[config.mk]
export PLATFORM = sky130hd
export DESIGN_NAME = bldc_commutation_timing_top
export DESIGN_NICKNAME = d
export VERILOG_FILES = /design/src/rtl/bct_pkg.sv /design/src/rtl/bct_cfg_regs.sv /design/src/rtl/bct_step_unit.sv /design/src/rtl/bldc_commutation_timing_top.sv
export SDC_FILE = /design/constraint.sdc
export NUM_CORES = 1
export LEC_CHECK = 0
export BUFFER_PORTS_ARGS = -buffer_cell sky130_fd_sc_hd__buf_4
export CAP_MARGIN = 20
export CELL_PAD_IN_SITES_DETAIL_PLACEMENT = 1
export CELL_PAD_IN_SITES_GLOBAL_PLACEMENT = 1
export CORE_MARGIN = 2
export CORE_UTILIZATION = 49
export CTS_CLUSTER_SIZE = 25
export DETAILED_ROUTE_END_ITERATION = 10
export PLACE_DENSITY_LB_ADDON = 0.2
export SETUP_SLACK_MARGIN = 0.4
export SYNTH_ARGS = -nofsm -noshare
export SYNTH_HDL_FRONTEND = slang
export SYNTH_SLANG_ARGS = --single-unit
[constraint.sdc]
create_clock -name clk -period 8.6 [get_ports clk]
set_clock_uncertainty 0.15 [all_clocks]
set_input_delay 0.43 -clock clk [delete_from_list [all_inputs] [get_ports clk]]
set_output_delay 0.43 -clock clk [all_outputs]
set_load 0.01 [all_outputs]
[src/rtl/bct_pkg.sv]
// ----------------------------------------------------------------------------
// bct_pkg
// Shared types and constants for the BLDC commutation timing block.
// ----------------------------------------------------------------------------
package bct_pkg;

  localparam int unsigned DATA_W              = 16;
  localparam int unsigned MIN_ADVANCE_DIVISOR = 4;
  localparam int unsigned IN_TDATA_W          = 24;
  localparam int unsigned IN_TUSER_W          = 2;
  localparam int unsigned OUT_TDATA_W         = 72;
  localparam int unsigned CFG_INDEX_W         = 2;

  localparam logic [DATA_W-1:0] STEP_TIMEOUT_RESET = 16'd65535;
  localparam logic [DATA_W-1:0] DRAG_STEP_RESET    = 16'd4000;
  localparam logic [DATA_W-1:0] START_PERIOD_RESET = 16'd4000;
  localparam logic [DATA_W-1:0] COUNT_MAX          = 16'hFFFF;

  typedef enum logic [CFG_INDEX_W-1:0] {
    REG_STEP_TIMEOUT_RELOAD = 2'd0,
    REG_DRAG_STEP_RELOAD    = 2'd1,
    REG_START_STEP_PERIOD   = 2'd2
  } reg_index_t;

  typedef enum logic [1:0] {
    KIND_ZERO_CROSS = 2'd0,
    KIND_TIMEOUT    = 2'd1,
    KIND_COMMUTATE  = 2'd2
  } event_kind_t;

  typedef enum logic [1:0] {
    MODE_IDLE   = 2'd0,
    MODE_DRAG   = 2'd1,
    MODE_CLOSED = 2'd2
  } run_mode_t;

  typedef struct packed {
    logic [DATA_W-1:0] step_timeout_reload;
    logic [DATA_W-1:0] drag_step_reload;
  } cfg_t;

  typedef struct packed {
    logic [1:0]        kind;
    logic [1:0]        run_mode;
    logic [DATA_W-1:0] timer_count;
  } event_t;

  typedef struct packed {
    logic [DATA_W-1:0] failed_steps;
    logic [DATA_W-1:0] good_steps;
    logic [DATA_W-1:0] step_estimate;
    logic [DATA_W-1:0] reload_value;
    logic              reload_valid;
    logic              zero_cross_off;
    logic              commutate;
  } result_t;

endpackage

[src/rtl/bct_cfg_regs.sv]
// ----------------------------------------------------------------------------
// bct_cfg_regs
// Configuration registers written through the plain write port.
// ----------------------------------------------------------------------------
module bct_cfg_regs (
  input  logic                       clk,
  input  logic                       rst,
  input  logic                       cfg_we,
  input  logic [bct_pkg::CFG_INDEX_W-1:0] cfg_index,
  input  logic [bct_pkg::DATA_W-1:0] cfg_data,
  output bct_pkg::cfg_t              cfg
);
  import bct_pkg::*;

  // start step period only matters at reset, where it is back at its reset value
  always_ff @(posedge clk) begin
    if (rst) begin
      cfg.step_timeout_reload <= STEP_TIMEOUT_RESET;
      cfg.drag_step_reload    <= DRAG_STEP_RESET;
    end else if (cfg_we) begin
      case (reg_index_t'(cfg_index))
        REG_STEP_TIMEOUT_RELOAD: cfg.step_timeout_reload <= cfg_data;
        REG_DRAG_STEP_RELOAD:    cfg.drag_step_reload    <= cfg_data;
        default: ;
      endcase
    end
  end

endmodule

[src/rtl/bct_step_unit.sv]
// ----------------------------------------------------------------------------
// bct_step_unit
// Period filter and step counters; computes the result of one event.
// ----------------------------------------------------------------------------
module bct_step_unit (
  input  logic            clk,
  input  logic            rst,
  input  logic            update,
  input  bct_pkg::event_t ev,
  input  bct_pkg::cfg_t   cfg,
  output bct_pkg::result_t res
);
  import bct_pkg::*;

  logic [DATA_W-1:0] step_period;
  logic [DATA_W-1:0] good_count;
  logic [DATA_W-1:0] fail_count;
  logic [DATA_W-1:0] step_period_next;
  logic [DATA_W-1:0] good_count_next;
  logic [DATA_W-1:0] fail_count_next;

  logic              running;
  logic              early;
  logic [DATA_W+5:0] avg32_sum;
  logic [DATA_W+6:0] avg64_sum;
  logic [DATA_W-1:0] avg32;
  logic [DATA_W-1:0] avg64;
  logic [DATA_W-1:0] good_inc;
  logic [DATA_W-1:0] fail_inc;

  always_comb begin
    running  = (run_mode_t'(ev.run_mode) == MODE_DRAG) ||
               (run_mode_t'(ev.run_mode) == MODE_CLOSED);
    early    = ev.timer_count < (step_period / MIN_ADVANCE_DIVISOR);
    // p*31 + c = p*32 - p + c, p*63 + c = p*64 - p + c
    avg32_sum = {1'b0, step_period, 5'd0} - {6'd0, step_period}
              + {6'd0, ev.timer_count};
    avg64_sum = {1'b0, step_period, 6'd0} - {7'd0, step_period}
              + {7'd0, ev.timer_count};
    avg32    = avg32_sum[DATA_W+4:5];
    avg64    = avg64_sum[DATA_W+5:6];
    good_inc = (good_count == COUNT_MAX) ? COUNT_MAX : good_count + 16'd1;
    fail_inc = (fail_count == COUNT_MAX) ? COUNT_MAX : fail_count + 16'd1;
  end

  always_comb begin
    step_period_next   = step_period;
    good_count_next    = good_count;
    fail_count_next    = fail_count;
    res.commutate      = 1'b0;
    res.zero_cross_off = 1'b0;
    res.reload_valid   = 1'b0;
    res.reload_value   = '0;
    case (event_kind_t'(ev.kind))
      KIND_ZERO_CROSS: begin
        if (running && !early) begin
          fail_count_next    = '0;
          good_count_next    = good_inc;
          step_period_next   = avg32;
          res.zero_cross_off = 1'b1;
          res.reload_valid   = 1'b1;
          res.reload_value   = (run_mode_t'(ev.run_mode) == MODE_DRAG) ?
                               cfg.drag_step_reload : {1'b0, avg32[DATA_W-1:1]};
        end
      end
      KIND_TIMEOUT: begin
        if (running) begin
          if (run_mode_t'(ev.run_mode) == MODE_DRAG) begin
            good_count_next = '0;
          end
          fail_count_next  = fail_inc;
          step_period_next = avg64;
          res.commutate    = 1'b1;
          res.reload_valid = 1'b1;
          res.reload_value = cfg.step_timeout_reload;
        end
      end
      KIND_COMMUTATE: begin
        if (running) begin
          res.commutate    = 1'b1;
          res.reload_valid = 1'b1;
          res.reload_value = cfg.step_timeout_reload;
        end
      end
      default: ;
    endcase
    res.step_estimate = step_period_next;
    res.good_steps    = good_count_next;
    res.failed_steps  = fail_count_next;
  end

  always_ff @(posedge clk) begin
    if (rst) begin
      step_period <= START_PERIOD_RESET;
      good_count  <= '0;
      fail_count  <= '0;
    end else if (update) begin
      step_period <= step_period_next;
      good_count  <= good_count_next;
      fail_count  <= fail_count_next;
    end
  end

endmodule

[src/rtl/bldc_commutation_timing_top.sv]
// ----------------------------------------------------------------------------
// bldc_commutation_timing_top
// Sensorless BLDC commutation timing: period filter, step counters, strobes.
// ----------------------------------------------------------------------------
// Usage:
//   Events enter on the s_ stream: s_tuser carries the event kind, s_tdata
//   the run mode and the captured step timer count. Each accepted request
//   gives exactly one result on the m_ stream (strobes, timer reload, the
//   filtered step period and the good/failed step counts after the event).
//   An accepted request waits in the input register; its result enters the
//   output register when that advances and is shown from then on. One request
//   is taken per cycle while the output advances; each period and counter
//   update feeds the next request. m_tready low holds the output register;
//   the input register still takes one more request, then s_tready drops
//   until the output drains. Configuration (cfg_we, cfg_index, cfg_data) is
//   to be written while idle; the block does not enforce it. Reset (rst,
//   synchronous) empties both registers, restores the register reset values
//   and loads the step period with the start period reset value.
// ----------------------------------------------------------------------------
module bldc_commutation_timing_top (
  input  logic                                 clk,
  input  logic                                 rst,
  input  logic                                 s_tvalid,
  output logic                                 s_tready,
  // [1:0] run_mode, [17:2] timer_count, rest zero
  input  logic [bct_pkg::IN_TDATA_W-1:0]       s_tdata,
  // [1:0] kind
  input  logic [bct_pkg::IN_TUSER_W-1:0]       s_tuser,
  output logic                                 m_tvalid,
  input  logic                                 m_tready,
  // [0] commutate, [1] zero_cross_off, [2] reload_valid, [18:3] reload_value,
  // [34:19] step_estimate, [50:35] good_steps, [66:51] failed_steps, rest zero
  output logic [bct_pkg::OUT_TDATA_W-1:0]      m_tdata,
  input  logic                                 cfg_we,
  input  logic [bct_pkg::CFG_INDEX_W-1:0]      cfg_index,
  input  logic [bct_pkg::DATA_W-1:0]           cfg_data
);
  import bct_pkg::*;

  cfg_t    cfg;
  event_t  ev;
  logic    ev_valid;
  result_t res;
  result_t res_reg;
  logic    advance;

  assign advance  = !m_tvalid || m_tready;
  assign s_tready = !ev_valid || advance;

  bct_cfg_regs u_cfg (
    .clk       (clk),
    .rst       (rst),
    .cfg_we    (cfg_we),
    .cfg_index (cfg_index),
    .cfg_data  (cfg_data),
    .cfg       (cfg)
  );

  bct_step_unit u_step (
    .clk    (clk),
    .rst    (rst),
    .update (ev_valid && advance),
    .ev     (ev),
    .cfg    (cfg),
    .res    (res)
  );

  always_ff @(posedge clk) begin
    if (rst) begin
      ev_valid <= 1'b0;
    end else if (s_tready) begin
      ev_valid <= s_tvalid;
    end
  end

  always_ff @(posedge clk) begin
    if (s_tvalid && s_tready) begin
      ev.kind        <= s_tuser[1:0];
      ev.run_mode    <= s_tdata[1:0];
      ev.timer_count <= s_tdata[17:2];
    end
  end

  always_ff @(posedge clk) begin
    if (rst) begin
      m_tvalid <= 1'b0;
    end else if (advance) begin
      m_tvalid <= ev_valid;
    end
  end

  always_ff @(posedge clk) begin
    if (ev_valid && advance) begin
      res_reg <= res;
    end
  end

  assign m_tdata = {{(OUT_TDATA_W - $bits(result_t)){1'b0}}, res_reg};

endmodule

After elaboration in Yosys (flattened, before gate mapping)
Index checks and enable logic that the tools add are counted.

operators by class
  add/sub/neg operators = 6
  order comparisons = 1
  eq/ne operators = 7
  muxes and demuxes = 17
  reduce and logical (&&, ||, !) cells = 14

operators with widths
  operator                                              number
  2-to-1 mux 16 bit                                     10
  case mux 16 bit (2 select lines)                      3
  case mux 17 bit (2 select lines)                      1
  adder 16 x 1 -> 16 bit (second input constant)        2
  equality test 16 bit (second input constant)          2
  adder 22 x 16 -> 22 bit                               1
  subtractor 22 x 16 -> 22 bit                          1
  adder 21 x 16 -> 21 bit                               1
  subtractor 21 x 16 -> 21 bit                          1
  2-to-1 mux 18 bit                                     1
  2-to-1 mux 17 bit                                     1
  less-than comparator 16 x 14 -> 1 bit                 1
  equality test 2 x 1 -> 1 bit (second input constant)  3
  equality test 2 bit (second input constant)           2
  zero test 2 bit                                       2
  AND reduction 2 bit                                   2
  logical AND 1 bit                                     3
  zero test 1 bit                                       3
  logical OR 1 bit                                      3
  OR reduction 2 bit                                    1
  2-to-1 mux 1 bit                                      1

storage, ports and cells
  register bits after elaboration = 169
  input bits = 49
  logic and storage cells = 62

Logic depth before layout (Yosys ltp)
Gate-level depths: netlist (run 1).

  depth after elaboration = 5
  gate-level depth with buffers = 13
  mapped depth without buffers = 12

By module
From an unflattened synthesis (run 1), not the netlist that was laid out.

second synthesis, totals
  cell total of the unflattened synthesis = 1,080
  area, all modules = 10,387.5 sq um

modules (own cells, without submodules)
  module                       times used  cells each  area each (sq um)  sequential area each (sq um)
  bct_step_unit                1           843         6,308.6            960.9
  bldc_commutation_timing_top  1           103         2,757.6            2,652.5
  bct_cfg_regs                 1           134         1,321.3            640.6

Least setup slack after synthesis (run 1)
Ideal clock, no wire load.

  path kind = input port to flip-flop
  start point = input m_tready
  end point = register u_step.step_period[14]
  library setup time = 271 ps
  arrival = 3,291 ps
  required time = 8,179 ps
  setup slack = 4,888 ps
  stages on the path = 6
  cell sequence = nor2b_1 -> nand2b_1 -> inv_1 -> clkbuf_1 -> clkbuf_1 -> a41oi_1

between the ends
  cells in the longest elaborated chain, start to end = 2

ends and longest elaborated chain
  element                  line                               text
  start, declared          bldc_commutation_timing_top.sv:30  input logic m_tready,
  logical OR 1 bit         bldc_commutation_timing_top.sv:47  assign advance = !m_tvalid || m_tready;
  logical AND 1 bit        bldc_commutation_timing_top.sv:62  .update (ev_valid && advance),
  named net u_step.update  bct_step_unit.sv:8                 input logic update,
  end signal, assigned     bct_step_unit.sv:98                step_period <= step_period_next;
  end, declared            bct_step_unit.sv:15                logic [DATA_W-1:0] step_period;

The timed path passes the listed nets, and every way through them passes these cells.
A chain may end at the register's enable or synchronous reset.

==> results by group, run 1 <==
Status
  • Status: complete, no violations

Global route
  • Vias in the first global route: 9390
  • First-pass GRT wire length: 50700 um
  • Total track usage: 0.292
  • Total grt overflow: 0
  • Largest net degree at the start of global routing: 86
  • Initial antenna violation count: 0

Power and ir drop
  • Clock power frac: 0.341
  • Switching portion of total power: 0.330
  • Comb power frac: 0.259
  • Leakage: roughly 4.9 nW
  • Sequential power share: 0.400
  • Pwr Total: roughly 0.0023 W
  • P_sw: 0.000765 W
  • Power Density: between 150 and 200 nW/um2
  • Peak supply drop: between 0.0001 and 0.00015 V
  • P_int: around 0.0016 W

Floorplanning
  • Core area: ~20000 um2
  • Std-Cell Rows: 52
  • Initial core utilization: 0.504
  • Ports: around 120
  • Die area: roughly 22000 um2
  • Die W: approximately 150 um
  • Die height: ~150 um

Synthesis
  • Register area share after synthesis: 0.415
  • #FFs+latches synth: 169
  • Synth warn: 0
  • Post-synth EDFFs: between 80 and 90
  • Top FF cell, synth: edfxtp_1
  • Synth cell count leaders: nand2_1, inv_1, edfxtp_1
  • Netlist Area Pre-Place: 10300 um2
  • Ys async rst share: 0
  • Synth unique cells: 78
  • Largest cells by area after synthesis: edfxtp_1, dfxtp_1, ha_1, fa_1, nand2_1
  • Synth Instances: 1100
  • Synth top area share: 0.255
  • Count leader, synth: nand2_1
  • Synth area leader: edfxtp_1
  • Syn_area_per_cell: ~9.3 um2

Placement
  • Post-detail-place hpwl: roughly 22000 um
  • Gp weighted congestion: 0.891
  • Placed cell area: approximately 11000 um2
  • Setup WS pre-CTS: ~4.3 ns
  • I/O Buffers: between 100 and 150

Clock network
  • CTS-repair resized insts: 0
  • Reg clk slew, reported paths: around 0.070 ns
  • H-tree levels: 4
  • Root Driver: clkbuf_16
  • Clock sinks: 169
  • CTS Buf Count: 17
  • CTS Hold Bufs: 0
  • Postcts setup bufs: 0
  • CTS tree: done
  • Max Root-Sink Buffers: 2
  • Clock latency on the worst-skew pair: approximately 0.44 ns

Detailed routing
  • First-pass DRT Iterations: 5
  • Antenna Nets Post-Route: 0
  • Vias per inst: 6.13
  • Via Count: around 9000
  • DRC Markers: 0
  • Final WL: 31500 um
  • WL per Instance: 21.4 um
  • Iter 0 DRT Violations: ~570

Setup path
  • Type of destination of the critical path: flip-flop
  • Peak fanout along the critical path: 29
  • Cell repeated most along the worst path: inv_1
  • Arr. time, crit path: 4.52 ns
  • CP peak stage delay: about 0.82 ns
  • Crit Path Category: flip-flop to flip-flop
  • Largest delay contributor family on the critical path: simple AND/OR/NAND/NOR gates
  • Worst path slowest cell: inv_1
  • Worst-path cell chain: inv_1 -> ha_1 -> nand4_1 -> nor4_1 -> nor2b_1 -> a22o_1 -> o21ai_1 -> inv_1 -> nand3b_1 -> o211ai_1
  • Critical Path RT: about 8.7 ns
  • Worst Setup Start Kind: flip-flop
  • Sum of buffers and inverters on the critical path: 2

STA
  • Worst Tran Pin Value: between 1 and 1.5 ns
  • Max Clock Freq: approximately 220 MHz
  • Final hold slack: approximately 0.011 ns
  • Final setup fails: 0
  • RSZ-0062 raised after global routing: false
  • Final worst slack: 4.15 ns
  • Setup TNS: 0 ns
  • Crit path time final: 4.45 ns
  • Max Slew Vio Count: 0
  • Slew margin rel.: 0.262
  • Final period utilization: 0.518
  • Final Hold Viols: 0

Cells and area
  • Final Cell Area: 11900 um2
  • Nets: ~1300
  • FF+latch area: between 4000 and 5000 um2
  • Layout filler cell count: approximately 2300
  • Synth-to-layout area growth: 16.2%
  • Multi-input gate area: 5420 um2
  • Layout cell share with drive strength beyond 1: 0.148

Min path
  • HP Class: input pin to flip-flop

Flow run
  • Max cap viols: 0
[path summary, 6_finish.rpt]
| check | end | startpoint | slack, ns | cells after the start |
|---|---|---|---|---|
| worst max-delay path | m_tdata[28] | u_step.step_period[15] | 4.15 | 10 |
| worst min-delay path | ev[15] | s_tdata[17] | 0.01 | 1 |
| worst max register to register | m_tdata[28] | u_step.step_period[15] | 4.15 | 10 |
| worst min register to register | u_cfg.cfg[2] | u_cfg.cfg[2] | 0.31 | 2 |
[power by group through the flow]
| stage | registers, W | clock network (W) | logic [W] |
|---|---|---|---|
| 2_1_floorplan | 0.000945 | 0 | 0.000380 |
| 3_3_place_gp | 0.000942 | 0 | 0.000554 |
| 3_5_place_dp | 0.000943 | 0 | 0.000575 |
| 4_1_cts | 0.000926 | 0.000794 | 0.000590 |
| 5_1_grt | 0.000931 | 0.000823 | 0.000655 |
| 6_report | 0.000926 | 0.000791 | 0.000599 |
[worst reg2reg max path: cells and delay by family, from the launching register on]
kind	cells	cell delay [ns]
AO/OA/AOI/OAI	3	0.66
adder cells (fa/ha/maj)	1	0.37
buffers and inverters	2	1.05
flip-flops	1	0.63
AND/OR/NAND/NOR	4	1.37
[sequential cells by signal, summed over array words and instances (netlist names)]
name                flops
u_step.step_period     16
m_tdata                67
m_tvalid                1
u_cfg.cfg              32
u_step.fail_count      16
ev                     20
ev_valid                1
u_step.good_count      16
[metal layers]
layer / vias up / GRT usage / routed length [um] / share of wire
li1: 4201 / - / - / -
met1: 4504 / 0.383 / 13900 / 0.44
met2: 264 / 0.491 / 15100 / 0.48
met3: 68 / 0.0423 / 1520 / 0.048
met4: 0 / 0.110 / 927 / 0.029
met5: - / 0.0136 / 0 / 0
[cell usage in the layout, fill, tap and decap left out, drive strengths merged, types with 8 or more instances in the layout]
cell,instances
a211o,19
a22o,20
nand3b,15
o21a,21
ha,56
a21oi,79
clkbuf,21
nand2b,12
a32oi,8
o21ai,65
a21o,22
nand3,14
mux2,9
buf,121
nor2,68
edfxtp,87
o31ai,13
nand4,17
fa,21
nand2,108
inv,108
and3,10
nor3,25
dfxtp,82
a22oi,9
or3,11
a211oi,11
xnor2,10
nor2b,21
[stage by stage]
step	std cells	util
floorplan	1104	-
global placement	1439	0.555
detailed placement	1439	0.555
CTS	1471	0.583
global route	1473	0.585
finish	1474	0.585
[cells by family (layout without fill, tap and decap cells)]
logic type / after synthesis / count (layout) / synth area share
AO/OA/AOI/OAI: 335 / 335 / 0.225
multiplexers: 15 / 15 / 0.0157
XOR/XNOR: 15 / 15 / 0.0128
other: 1 / 6 / 0.000366
adder cells (fa/ha/maj): 77 / 77 / 0.109
flip-flops: 169 / 169 / 0.415
buffers and inverters: 156 / 255 / 0.0593
AND/OR/NAND/NOR: 332 / 332 / 0.163
[final cells by class]
class	instances	area share
inverter	101	0.0320
antenna	1	0.000210
tap	270	0.0284
clock buffer	20	0.0384
sequential	169	0.357
clock inverter	12	0.0107
timing repair buffer	122	0.0783
multi-input combinational	779	0.455
Power figures use the tool's default switching activity.
==> inputs of run 2 (changes only) <==
Settings changed: ABC_AREA set to 1, CORE_UTILIZATION 49 to 44.
Clock period 8.6 ns to 4.1 ns, I/O delays scaled along.
==> run 2 against run 1 <==
  * Sequential power up 120%
  * Worst setup slack worse by 3.6 ns
  * Clock power up 120%
  * Hold slack better by 0.12 ns
  * Count of clock-buffer cells in the layout down 3
  * Flip-flop and latch count unchanged
  * Routed wire length up 31%
  * Critical path type unchanged
  * Critical endpoint is now m_tdata[26]
  * Largest cell class unchanged
  * Largest power group unchanged
==> results by group, run 2 <==
STA
  • Setup TNS: 0 ns
  • RSZ-0062 raised after global routing: false
  • Slew margin rel.: 0.358
  • Final worst slack: about 0.54 ns
  • Max Clock Freq: about 280 MHz
  • Max Slew Vio Count: 0
  • Final period utilization: 0.869
  • Worst Tran Pin Value: about 0.96 ns
  • Final Hold Viols: 0
  • Final setup fails: 0
  • Crit path time final: around 3.6 ns

Synthesis
  • Synth area leader: edfxtp_1
  • Ys async rst share: 0
  • Synth top area share: 0.221
  • Count leader, synth: nand2_1
  • Synth Instances: between 1500 and 2000
  • Top FF cell, synth: edfxtp_1
  • Largest cells by area after synthesis: edfxtp_1, nand2_1, dfxtp_1, inv_1, nand3_1
  • Syn_area_per_cell: about 7.1 um2
  • Synth warn: 0
  • #FFs+latches synth: around 170
  • Synth unique cells: 49
  • Register area share after synthesis: 0.360
  • Post-synth EDFFs: 87
  • Netlist Area Pre-Place: 11800 um2
  • Synth cell count leaders: nand2_1, inv_1, nand3_1

Detailed routing
  • WL per Instance: 19.2 um
  • Vias per inst: 5.44
  • Antenna Nets Post-Route: 0
  • DRC Markers: 0
  • Via Count: approximately 12000
  • Iter 0 DRT Violations: ~700
  • Final WL: just over 40000 um
  • First-pass DRT Iterations: 5

Cells and area
  • Synth-to-layout area growth: 18.0%
  • Commonest non-fill, non-tap cell in the layout: nand2_1
  • Non-filler cells, final: ~2100
  • Layout filler cell count: between 3000 and 4000
  • Layout cell share with drive strength beyond 1: 0.125
  • Nets: ~1900
  • Largest register FFs: 67
  • Commonest non-fill, non-tap cells in the layout: nand2_1, inv_1, nand3_1
  • End-of-flow core utilization: 0.523
  • Diodes inserted: 0

Global route
  • Total grt overflow: 0
  • Vias in the first global route: approximately 12000
  • First-pass GRT wire length: 65600 um
  • Initial antenna violation count: 0
  • Largest net degree at the start of global routing: 84
  • Total track usage: 0.298

Clock network
  • Reg clk slew, reported paths: roughly 0.07 ns
  • CTS tree: done
  • Clock sinks: about 170
  • H-tree levels: 4
  • CTS Buf Count: 17
  • Clock latency on the worst-skew pair: roughly 0.45 ns
  • Root Driver: clkbuf_16
  • Max Root-Sink Buffers: 2

Placement
  • Setup WS pre-CTS: ~0.58 ns
  • Placed Cells: 2072
  • Post-detail-place hpwl: ~30000 um
  • I/O Buffers: approximately 110
  • Gp weighted congestion: approximately 0.91

Floorplanning
  • Core area: about 27000 um2
  • Die area: ~28000 um2
  • Die height: around 170 um
  • Initial core utilization: 0.444
  • Std-Cell Rows: 60
  • Ports: between 100 and 150
  • Die W: approximately 170 um

Setup path
  • Type of destination of the critical path: flip-flop
  • Worst Setup Start Kind: flip-flop
  • Critical Path RT: ~4.1 ns
  • Sum of buffers and inverters on the critical path: 4
  • Worst-path cell chain: inv_1 -> fa_1 -> inv_1 -> ha_1 -> nand2_1 -> inv_1 -> nand2_1 -> nand2_1 -> nand2_1 -> nand2_1 -> inv_1 -> nand2_1 -> xor2_1 -> o21ai_0 -> nand3_1
  • Largest delay contributor family on the critical path: adder cells
  • Cell repeated most along the worst path: nand2_1
  • Peak fanout along the critical path: 4
  • Arr. time, crit path: between 3 and 4 ns
  • Worst path slowest cell: fa_1
  • CP peak stage delay: between 0.5 and 0.6 ns
  • FF-to-FF setup slack: between 0.5 and 0.6 ns
  • Crit Path Category: flip-flop to flip-flop

Status
  • Status: complete, no violations

Min path
  • HP Class: input pin to flip-flop

Power and ir drop
  • Power Density: slightly above 400 nW/um2
  • Peak supply drop: about 0.00028 V
  • Leakage: just under 7 nW
  • Pwr Total: roughly 0.0057 W

Flow run
  • Max cap viols: 0
-- run 2: cell types whose count changed in the layout (fill, tap and decap cells not counted), sizes merged, moves of 19 or more --
cell | before | now
nand2 | 108 | 495
inv | 108 | 277
nand3 | 14 | 163
nor2 | 68 | 139
a21oi | 79 | 139
dlygate4sd3 | 0 | 39
xor2 | 5 | 28
a21o | 22 | 1
nor2b | 21 | 0
a22o | 20 | 0
a211o | 19 | 0
-- run 2: logic make-up after synthesis --
logic type,after synthesis,share of synthesized area
xor+xnor,35,0.0259
other cells,1,0.000317
simple gates,839,0.309
flops,169,0.360
buf+inv,333,0.116
fa+ha+maj,77,0.0948
compound gates,210,0.0945
-- run 2: final cells by class --
cell class                      instances  area, um2  area share
Tap cell                              341        427      0.0306
Clock buffer                           17        425      0.0305
Timing Repair Buffer                  167       1370      0.0983
Inverter                              273       1030      0.0741
Multi-Input combinational cell       1166       6240       0.447
Sequential cell                       169       4260       0.305
Clock inverter                         15        196      0.0141
-- run 2: routing by layer --
layer  global-route usage  wire, um  up-vias
met5                    0         0        -
met4                0.115      1430        0
met3               0.0430      2250       86
met2                0.504     19400      345
met1                0.385     18200     5706
li1                     -         -     5556
-- run 2: report_power, final --
part           switching [W]  total [W]  internal (W)
combinational        0.00132    0.00194      0.000626
sequential         0.0000877    0.00200       0.00191
clock               0.000848    0.00173      0.000887
-- run 2: path summary, 6_finish.rpt --
path	from	cells past startpoint	end
worst max-delay path	ev[8]	15	m_tdata[26]
worst min-delay path	cfg_index[1]	5	u_cfg.cfg[7]
worst max register to register	ev[8]	15	m_tdata[26]
worst min register to register	u_cfg.cfg[7]	2	u_cfg.cfg[7]
-- run 2: what timing repair did --
item / in CTS / in global routing
buffers inserted: 0 / 3
hold buffers: 39 / 0
setup endpoints to repair: 0 / 8
gates resized for setup: 0 / 6
endpoints found under the hold margin: 54 / 0
-- run 2: tightest hold or removal path, stage by stage --
cell and delay [ns]:
buf_4 0.08, nor2_1 0.04, buf_4 0.19, nand2_1 0.07
nand3_1 0.07
-- run 2: stage by stage --
step	hold slack [ns]	area (um2)
CTS	0.115	13900
global placement	0.233	12900
finish	0.133	13900
detailed placement	0.235	12900
floorplan	0.154	11800
global route	0.150	13900
